--- src/design/gapd_pkg.sv ---
// Package with shared constants, types and a helper function of the gap-aware p-distance block.
`default_nettype none
package gapd_pkg;

  localparam int CHAR_BITS     = 8;
  localparam int COUNT_BITS    = 16;
  localparam int FRACTION_BITS = 16;
  localparam int SUM_BITS      = COUNT_BITS + 2;
  localparam int REM_BITS      = SUM_BITS + 1;
  localparam int FRAC_W        = FRACTION_BITS + 1;
  localparam int STEP_BITS     = $clog2(FRACTION_BITS);

  localparam logic [CHAR_BITS-1:0] GAP_RESET = CHAR_BITS'(45);
  localparam logic [FRAC_W-1:0]    FRAC_ONE  = FRAC_W'(1) << FRACTION_BITS;

  typedef logic [COUNT_BITS-1:0] count_t;

  // Commands from the controller to the datapath.
  typedef struct packed {
    logic accept;  // a site is transferred this cycle
    logic start;   // the site is the last one: latch totals and start the divide
    logic step;    // one restoring division step
    logic push;    // move the finished result into the output register
  } ctrl_cmd_t;

  // Status from the datapath to the controller.
  typedef struct packed {
    logic out_free;
  } dp_status_t;

  function automatic count_t sat_inc(input count_t v);
    count_t r;
    r = (v == '1) ? v : count_t'(v + 1'b1);
    return r;
  endfunction

endpackage
`default_nettype wire

--- src/design/gapd_in_if.sv ---
// Input channel carrying one aligned character pair and the last-site flag.
`default_nettype none
interface gapd_in_if;
  logic                           valid;
  logic                           ready;
  logic [gapd_pkg::CHAR_BITS-1:0] char_a;
  logic [gapd_pkg::CHAR_BITS-1:0] char_b;
  logic                           last_site;

  modport source (output valid, output char_a, output char_b, output last_site, input ready);
  modport sink   (input valid, input char_a, input char_b, input last_site, output ready);
endinterface
`default_nettype wire

--- src/design/gapd_out_if.sv ---
// Result channel carrying the counts, the distance fraction and the incomparable flag.
`default_nettype none
interface gapd_out_if;
  logic                          valid;
  logic                          ready;
  logic [gapd_pkg::COUNT_BITS-1:0] mismatch_count;
  logic [gapd_pkg::COUNT_BITS-1:0] site_count;
  logic [gapd_pkg::FRAC_W-1:0]     distance_fraction;
  logic                          incomparable;

  modport source (output valid, output mismatch_count, output site_count,
                  output distance_fraction, output incomparable, input ready);
  modport sink   (input valid, input mismatch_count, input site_count,
                  input distance_fraction, input incomparable, output ready);
endinterface
`default_nettype wire

--- src/design/gapd_cfg_if.sv ---
// Configuration write channel carrying the gap character code.
`default_nettype none
interface gapd_cfg_if;
  logic                           valid;
  logic                           ready;
  logic [gapd_pkg::CHAR_BITS-1:0] gap_code;

  modport source (output valid, output gap_code, input ready);
  modport sink   (input valid, input gap_code, output ready);
endinterface
`default_nettype wire

--- src/design/gapd_ctrl.sv ---
// Controller state machine: site intake, division sequencing and result hand-off.
`default_nettype none
module gapd_ctrl (
  input  wire logic                clk,
  input  wire logic                rst_n,
  input  wire logic                in_valid,
  input  wire logic                in_last,
  output logic                     in_ready,
  input  wire gapd_pkg::dp_status_t status,
  output gapd_pkg::ctrl_cmd_t      cmd
);

  localparam logic [1:0] ST_IDLE = 2'd0;
  localparam logic [1:0] ST_DIV  = 2'd1;
  localparam logic [1:0] ST_DONE = 2'd2;

  logic [1:0]                     state_r, state_nxt;
  logic [gapd_pkg::STEP_BITS-1:0] step_r, step_nxt;

  always_comb begin
    state_nxt  = state_r;
    step_nxt   = step_r;
    in_ready   = 1'b0;
    cmd        = '0;
    case (state_r)
      ST_IDLE: begin
        in_ready   = 1'b1;
        cmd.accept = in_valid;
        if (in_valid && in_last) begin
          cmd.start = 1'b1;
          step_nxt  = '0;
          state_nxt = ST_DIV;
        end
      end
      ST_DIV: begin
        cmd.step = 1'b1;
        step_nxt = step_r + 1'b1;
        if (step_r == gapd_pkg::STEP_BITS'(gapd_pkg::FRACTION_BITS - 1)) begin
          state_nxt = ST_DONE;
        end
      end
      ST_DONE: begin
        if (status.out_free) begin
          cmd.push  = 1'b1;
          state_nxt = ST_IDLE;
        end
      end
      default: begin
        state_nxt = ST_IDLE;
      end
    endcase
  end

  always_ff @(posedge clk) begin
    if (!rst_n) begin
      state_r <= ST_IDLE;
      step_r  <= '0;
    end else begin
      state_r <= state_nxt;
      step_r  <= step_nxt;
    end
  end

endmodule
`default_nettype wire

--- src/design/gapd_dp.sv ---
// Datapath: gap register, site counters, totals, restoring divider and output register.
`default_nettype none
module gapd_dp (
  input  wire logic                           clk,
  input  wire logic                           rst_n,
  input  wire gapd_pkg::ctrl_cmd_t            cmd,
  output gapd_pkg::dp_status_t                status,
  input  wire logic [gapd_pkg::CHAR_BITS-1:0] char_a,
  input  wire logic [gapd_pkg::CHAR_BITS-1:0] char_b,
  input  wire logic                           cfg_we,
  input  wire logic [gapd_pkg::CHAR_BITS-1:0] cfg_gap_code,
  input  wire logic                           out_ready,
  output logic                                out_valid,
  output logic [gapd_pkg::COUNT_BITS-1:0]     out_mismatch_count,
  output logic [gapd_pkg::COUNT_BITS-1:0]     out_site_count,
  output logic [gapd_pkg::FRAC_W-1:0]         out_distance_fraction,
  output logic                                out_incomparable
);

  localparam int CB = gapd_pkg::COUNT_BITS;
  localparam int SB = gapd_pkg::SUM_BITS;
  localparam int RB = gapd_pkg::REM_BITS;
  localparam int FB = gapd_pkg::FRACTION_BITS;

  logic [gapd_pkg::CHAR_BITS-1:0] gap_code_r;
  gapd_pkg::count_t ident_r, subst_r, sgap_r, dgap_r;
  gapd_pkg::count_t ident_nxt, subst_nxt, sgap_nxt, dgap_nxt;

  logic ga, gb;
  logic [CB:0]   mism, gaps;
  logic [SB-1:0] comp, sites;
  logic          incomp;

  // Job and divider registers.
  gapd_pkg::count_t mism_sat_r, sites_sat_r;
  logic             incomp_r, special_r;
  logic [SB-1:0]    den_r;
  logic [RB-1:0]    rem_r, rem_shift;
  logic [FB-1:0]    quot_r;
  logic             ge;

  logic out_valid_r;

  always_ff @(posedge clk) begin
    if (!rst_n) begin
      gap_code_r <= gapd_pkg::GAP_RESET;
    end else if (cfg_we) begin
      gap_code_r <= cfg_gap_code;
    end
  end

  // Site classification and saturating counter update.
  always_comb begin
    ga        = (char_a == gap_code_r);
    gb        = (char_b == gap_code_r);
    ident_nxt = ident_r;
    subst_nxt = subst_r;
    sgap_nxt  = sgap_r;
    dgap_nxt  = dgap_r;
    if (ga && gb) begin
      dgap_nxt = gapd_pkg::sat_inc(dgap_r);
    end else if (ga || gb) begin
      sgap_nxt = gapd_pkg::sat_inc(sgap_r);
    end else if (char_a == char_b) begin
      ident_nxt = gapd_pkg::sat_inc(ident_r);
    end else begin
      subst_nxt = gapd_pkg::sat_inc(subst_r);
    end
  end

  // Totals over the counts that include the last site.
  always_comb begin
    mism   = {1'b0, subst_nxt} + {1'b0, sgap_nxt};
    gaps   = {1'b0, sgap_nxt} + {1'b0, dgap_nxt};
    comp   = {2'b00, ident_nxt} + {1'b0, mism};
    sites  = comp + {2'b00, dgap_nxt};
    incomp = {gaps, 1'b0} > sites;
  end

  always_ff @(posedge clk) begin
    if (!rst_n) begin
      ident_r <= '0;
      subst_r <= '0;
      sgap_r  <= '0;
      dgap_r  <= '0;
    end else if (cmd.accept) begin
      if (cmd.start) begin
        ident_r <= '0;
        subst_r <= '0;
        sgap_r  <= '0;
        dgap_r  <= '0;
      end else begin
        ident_r <= ident_nxt;
        subst_r <= subst_nxt;
        sgap_r  <= sgap_nxt;
        dgap_r  <= dgap_nxt;
      end
    end
  end

  always_comb begin
    rem_shift = {rem_r[RB-2:0], 1'b0};
    ge        = rem_shift >= {1'b0, den_r};
  end

  always_ff @(posedge clk) begin
    if (cmd.start) begin
      mism_sat_r  <= mism[CB] ? '1 : mism[CB-1:0];
      sites_sat_r <= (|sites[SB-1:CB]) ? '1 : sites[CB-1:0];
      incomp_r    <= incomp;
      // Too many gaps, no comparable site or all comparable sites mismatched give one.
      special_r   <= incomp || (comp == '0) || ({1'b0, mism} >= comp);
      den_r       <= comp;
      rem_r       <= {{(RB - CB - 1){1'b0}}, mism};
      quot_r      <= '0;
    end else if (cmd.step) begin
      rem_r  <= ge ? RB'(rem_shift - {1'b0, den_r}) : rem_shift;
      quot_r <= {quot_r[FB-2:0], ge};
    end
  end

  always_ff @(posedge clk) begin
    if (!rst_n) begin
      out_valid_r <= 1'b0;
    end else if (cmd.push) begin
      out_valid_r <= 1'b1;
    end else if (out_ready) begin
      out_valid_r <= 1'b0;
    end
  end

  always_ff @(posedge clk) begin
    if (cmd.push) begin
      out_mismatch_count    <= mism_sat_r;
      out_site_count        <= sites_sat_r;
      out_distance_fraction <= special_r ? gapd_pkg::FRAC_ONE : {1'b0, quot_r};
      out_incomparable      <= incomp_r;
    end
  end

  assign out_valid       = out_valid_r;
  assign status.out_free = !out_valid_r || out_ready;

endmodule
`default_nettype wire

--- src/design/gap_aware_p_distance.sv ---
// Gap-aware pairwise p-distance, one result per sequence pair.
// Sites are taken one per cycle while intake is open. After the last site's
// transfer, intake stops for the 16 restoring division steps and the hand-off,
// and stays stopped while the output register still holds an untaken result.
// The result becomes valid once the divide ends and the output register takes it.
// Reset clears all counters and the output valid, and sets the gap code to 45.
`default_nettype none
module gap_aware_p_distance (
  input  wire logic  clk,
  input  wire logic  rst_n,
  gapd_in_if.sink    in_ch,
  gapd_out_if.source out_ch,
  gapd_cfg_if.sink   cfg_ch
);

  gapd_pkg::ctrl_cmd_t  cmd;
  gapd_pkg::dp_status_t status;

  assign cfg_ch.ready = 1'b1;

  gapd_ctrl u_ctrl (
    .clk      (clk),
    .rst_n    (rst_n),
    .in_valid (in_ch.valid),
    .in_last  (in_ch.last_site),
    .in_ready (in_ch.ready),
    .status   (status),
    .cmd      (cmd)
  );

  gapd_dp u_dp (
    .clk                   (clk),
    .rst_n                 (rst_n),
    .cmd                   (cmd),
    .status                (status),
    .char_a                (in_ch.char_a),
    .char_b                (in_ch.char_b),
    .cfg_we                (cfg_ch.valid),
    .cfg_gap_code          (cfg_ch.gap_code),
    .out_ready             (out_ch.ready),
    .out_valid             (out_ch.valid),
    .out_mismatch_count    (out_ch.mismatch_count),
    .out_site_count        (out_ch.site_count),
    .out_distance_fraction (out_ch.distance_fraction),
    .out_incomparable      (out_ch.incomparable)
  );

endmodule
`default_nettype wire
--- src/flat_wrapper.sv ---
// flat-port wrapper written by rule: the top's interface ports become plain ports
module gap_aware_p_distance_flat 
  (clk, rst_n, in_ch_valid, in_ch_char_a, in_ch_char_b, in_ch_last_site, in_ch_ready, out_ch_valid, out_ch_mismatch_count, out_ch_site_count, out_ch_distance_fraction, out_ch_incomparable, out_ch_ready, cfg_ch_valid, cfg_ch_gap_code, cfg_ch_ready);
  gapd_in_if in_ch_i ();
  gapd_out_if out_ch_i ();
  gapd_cfg_if cfg_ch_i ();
  input  wire logic clk;
  input  wire logic rst_n;
  input wire logic [$bits(in_ch_i.valid)-1:0] in_ch_valid;
  input wire logic [$bits(in_ch_i.char_a)-1:0] in_ch_char_a;
  input wire logic [$bits(in_ch_i.char_b)-1:0] in_ch_char_b;
  input wire logic [$bits(in_ch_i.last_site)-1:0] in_ch_last_site;
  output wire logic [$bits(in_ch_i.ready)-1:0] in_ch_ready;
  output wire logic [$bits(out_ch_i.valid)-1:0] out_ch_valid;
  output wire logic [$bits(out_ch_i.mismatch_count)-1:0] out_ch_mismatch_count;
  output wire logic [$bits(out_ch_i.site_count)-1:0] out_ch_site_count;
  output wire logic [$bits(out_ch_i.distance_fraction)-1:0] out_ch_distance_fraction;
  output wire logic [$bits(out_ch_i.incomparable)-1:0] out_ch_incomparable;
  input wire logic [$bits(out_ch_i.ready)-1:0] out_ch_ready;
  input wire logic [$bits(cfg_ch_i.valid)-1:0] cfg_ch_valid;
  input wire logic [$bits(cfg_ch_i.gap_code)-1:0] cfg_ch_gap_code;
  output wire logic [$bits(cfg_ch_i.ready)-1:0] cfg_ch_ready;
  assign in_ch_i.valid = in_ch_valid;
  assign in_ch_i.char_a = in_ch_char_a;
  assign in_ch_i.char_b = in_ch_char_b;
  assign in_ch_i.last_site = in_ch_last_site;
  assign in_ch_ready = in_ch_i.ready;
  assign out_ch_valid = out_ch_i.valid;
  assign out_ch_mismatch_count = out_ch_i.mismatch_count;
  assign out_ch_site_count = out_ch_i.site_count;
  assign out_ch_distance_fraction = out_ch_i.distance_fraction;
  assign out_ch_incomparable = out_ch_i.incomparable;
  assign out_ch_i.ready = out_ch_ready;
  assign cfg_ch_i.valid = cfg_ch_valid;
  assign cfg_ch_i.gap_code = cfg_ch_gap_code;
  assign cfg_ch_ready = cfg_ch_i.ready;
  gap_aware_p_distance u_core (.clk(clk), .rst_n(rst_n), .in_ch(in_ch_i), .out_ch(out_ch_i), .cfg_ch(cfg_ch_i));
endmodule
--- config.mk ---
export PLATFORM = sky130hd
export DESIGN_NAME = gap_aware_p_distance_flat
export DESIGN_NICKNAME = d
export VERILOG_FILES = /design/src/design/gapd_pkg.sv /design/src/design/gapd_in_if.sv /design/src/design/gapd_out_if.sv /design/src/design/gapd_cfg_if.sv /design/src/design/gapd_ctrl.sv /design/src/design/gapd_dp.sv /design/src/design/gap_aware_p_distance.sv /design/src/flat_wrapper.sv
export SDC_FILE = /design/constraint.sdc
export NUM_CORES = 1
export LEC_CHECK = 0
export BUFFER_PORTS_ARGS = -buffer_cell sky130_fd_sc_hd__buf_2
export CORE_MARGIN = 5
export CORE_UTILIZATION = 35
export DETAILED_ROUTE_END_ITERATION = 12
export GPL_ROUTABILITY_DRIVEN = 0
export HOLD_SLACK_MARGIN = 0.06
export PLACE_DENSITY = 0.57
export SETUP_SLACK_MARGIN = 0.3
export SYNTH_ARGS = -nofsm -noshare
export SYNTH_HDL_FRONTEND = slang
export SYNTH_HIERARCHICAL = 1
export SYNTH_SLANG_ARGS = --single-unit
export TNS_END_PERCENT = 50
--- constraint.sdc ---
create_clock -name clk -period 17 [get_ports clk]
set_clock_uncertainty 0.15 [all_clocks]
set_input_delay 1.7 -clock clk [delete_from_list [all_inputs] [get_ports clk]]
set_output_delay 1.7 -clock clk [all_outputs]
set_load 0.005 [all_outputs]
==> implementation parameters <==
Parameter                              Value

Power
  Flop pwr share    0.438
  Power per unit of standard cell area    83.2 nW/um^2
  Clock share of power    0.410
  Combinational share of power    0.152
  Int Pwr    985 uW
  Static leakage    0.00677 uW
  Switching component of the power    352 uW
  Net switching share of the total power    0.263
  Worst voltage drop across the vdd grid    69.9 uV

Synth
  Post-synth EDFFs    119
  Top-area cell type share of the netlist area    0.250
  Library cell with the largest summed area after synthesis    edfxtp_1
  #FFs+latches synth    215
  Synthesized netlist cell count    1487
  Synth warnings    6
  Mean cell area of the mapped netlist    9.61 um^2
  Proportion of synthesized chip area in sequential cells    0.384
  Count of cell types in the netlist    89
  Cell types occupying the most area after synthesis    edfxtp_1 25%, dfxtp_1 13%, ha_1 10%
  Post-Synthesis Net Count    1638
  Post-Syn Area    14300 um^2
  Commonest register cell after synthesis    edfxtp_1
  Async set or reset register ratio after synthesis    0

Clock tree
  Maximum clock insertion buffer count    3
  Number of H-tree levels    1
  Hold buffer count at cts    0
  CTS root buf    clkbuf_16
  Post-CTS setup-driven buffer insertion count    0
  Total clock buffers created by CTS    26
  CTS tree    built
  Gates resized, CTS repair    0
  Number of sinks on the clock net    215
  Clock-pin slew of the registers on the worst-case setup and hold paths    0.06 ns
  Clock latency on the worst-skew pair    0.55 ns

Worst hold path
  Class of the worst hold path    reg2reg

Detailed routing
  Drt drc    0
  Vias    11055
  Sum of routed wire length over all layers    36500 um
  Final routed wire length divided by cell count    17.4 um
  Via/cell ratio    5.26
  Residual antenna-violating net count after detailed routing    0
  DR pass1 iterations    5
  Initial DRC Count    740

Layout
  Antenna fix cells    0
  Area growth from synthesis to final layout    12.4%
  Regs by FF count    u_core/u_dp/den_r: 18 flops, u_core/u_dp/rem_r: 18 flops, u_core/u_dp/out_distance_fraction: 17 flops
  Share of layout cells above drive strength 1    0.118
  Fill cell count    3977
  # nets final    1704
  Layout Utilization    0.395
  Leading cell types in the layout, fill and taps excluded    119 x edfxtp_1, 116 x ha_1, 97 x nor2_1
  Commonest non-fill, non-tap cell in the layout    edfxtp_1
  Non-filler cells in the finished layout    2103

Setup path
  Slowest cell on crit path    nor2b_1
  Crit path largest cell delay    0.55 ns
  Data required time at the worst endpoint    17.12 ns
  Kind of critical path    in2reg
  Startpoint Class    primary input
  Arrival time of data at the critical path endpoint    10.39 ns
  Largest fanout on the critical path    9
  Critical path capture point type    register

Global routing
  Vias in the first global route    10865
  First-pass GRT wire length    58000 um
  Antenna violations before repair    0
  Gr ovfl total    0
  Total global routing track utilization    0.160
  Maximum number of pins on one net before global-route repair    76

Floorplanning
  Row count    74
  Die boundary height    212 um
  Die W    212 um
  Initial cell density of the core    0.352
  Core ar.    40600 um^2
  Area of the die    45000 um^2
  # IOs    83

Timing
  Final Hold Fails    0
  Setup TNS    0 ns
  Period minus WS final    10.27 ns
  Setup repair after global routing missed its margin    no
  Final setup margin    6.73 ns
  Number of pins exceeding their max-slew limit in the final report    0
  F_max    0.0974 GHz
  Remaining max-slew budget at the tightest pin    0.294
  Final period utilization    0.604
  Transition time at the pin with the least slew margin    1.05 ns
  Number of endpoints failing setup at the final stage    0

Place
  IO Port Bufs    81
  DP Cell Count    2057
  Final HPWL from detailed placement    27700 um
  Minimum setup slack after placement    6.27 ns

Job
  Number of max-cap violations    0

Outcome
  Outcome    finished, final reports clean
==> routing by layer <==
layer	global-route usage	share of wire	vias to the layer above	routed length, um
met5	0	0	-	0
met1	0.212	0.46	5232	16600
li1	-	-	5525	-
met3	0.0308	0.053	57	1940
met4	0.0442	0.025	0	910
met2	0.268	0.47	241	17000
==> critical path, delay by kind of cell <==
family	cells	cell delay (ns)
XOR/XNOR	5	1.49
AND/OR/NAND/NOR	8	1.52
adder cells (fa/ha/maj)	5	1.68
buffers and inverters	3	0.43
AO/OA/AOI/OAI	16	3.19
multiplexers	1	0.36
==> cells in the mapped netlist, types with 42 or more instances <==
master	count
clkbuf_1	42
nor2b_1	91
nand2_1	93
xor2_1	47
a21oi_1	67
o21ai_0	51
a22oi_1	48
mux2i_1	46
nand3_1	48
dfxtp_1	96
edfxtp_1	119
ha_1	116
xnor2_1	91
nor2_1	98
inv_1	83
==> cell type report <==
| cell class | instances | area (um^2) | area share |
|---|---|---|---|
| clock buffer | 35 | 714 | 0.0445 |
| clock inverter | 11 | 131 | 0.00818 |
| inverter | 85 | 322 | 0.0200 |
| multi-input combinational | 1134 | 8260 | 0.514 |
| sequential | 215 | 5500 | 0.342 |
| tap | 532 | 666 | 0.0414 |
| timing repair buffer | 91 | 480 | 0.0299 |
==> power groups by stage <==
| stage | Combinational (uW) | Clock, uW | Sequential, uW |
|---|---|---|---|
| 6_report | 203 | 548 | 586 |
| 5_1_grt | 226 | 590 | 588 |
| 4_1_cts | 204 | 568 | 586 |
| 3_5_place_dp | 202 | 0 | 598 |
| 3_3_place_gp | 198 | 0 | 597 |
| 2_1_floorplan | 155 | 0 | 593 |
==> kinds of logic (layout without fill, tap and decap cells) <==
group,count (synthesis),count (layout),share of synthesized area
XOR/XNOR,142,142,0.0899
flip-flops,215,215,0.384
AO/OA/AOI/OAI,309,309,0.148
other,1,1,0.000262
buffers and inverters,138,222,0.0386
adder cells (fa/ha/maj),122,122,0.109
multiplexers,55,55,0.0395
AND/OR/NAND/NOR,505,505,0.190
==> final timing paths <==
check / from / endpoint / cells past startpoint / slack, ns
max reg2reg: u_core/u_dp/gap_code_r[5]$_SDFFE_PN1P_ / u_core/u_dp/special_r$_DFFE_PP_ / 37 / 7.65
min reg2reg: u_core/u_dp/mism_sat_r[0]$_SDFFCE_PP1P_ / u_core/u_dp/out_mismatch_count[0]$_DFFE_PP_ / 0 / 0.27
min: u_core/u_dp/mism_sat_r[0]$_SDFFCE_PP1P_ / u_core/u_dp/out_mismatch_count[0]$_DFFE_PP_ / 0 / 0.27
max: in_ch_char_a[5] / u_core/u_dp/special_r$_DFFE_PP_ / 38 / 6.73
==> stage by stage <==
step	power [uW]	hold WS (ns)	area, um^2
2_1_floorplan	748	0.250	14300
3_3_place_gp	795	0.252	15200
3_5_place_dp	800	0.255	15200
4_1_cts	1360	0.270	16100
5_1_grt	1400	0.272	16100
6_report	1340	0.268	16100
Power figures use the tool's default switching activity.
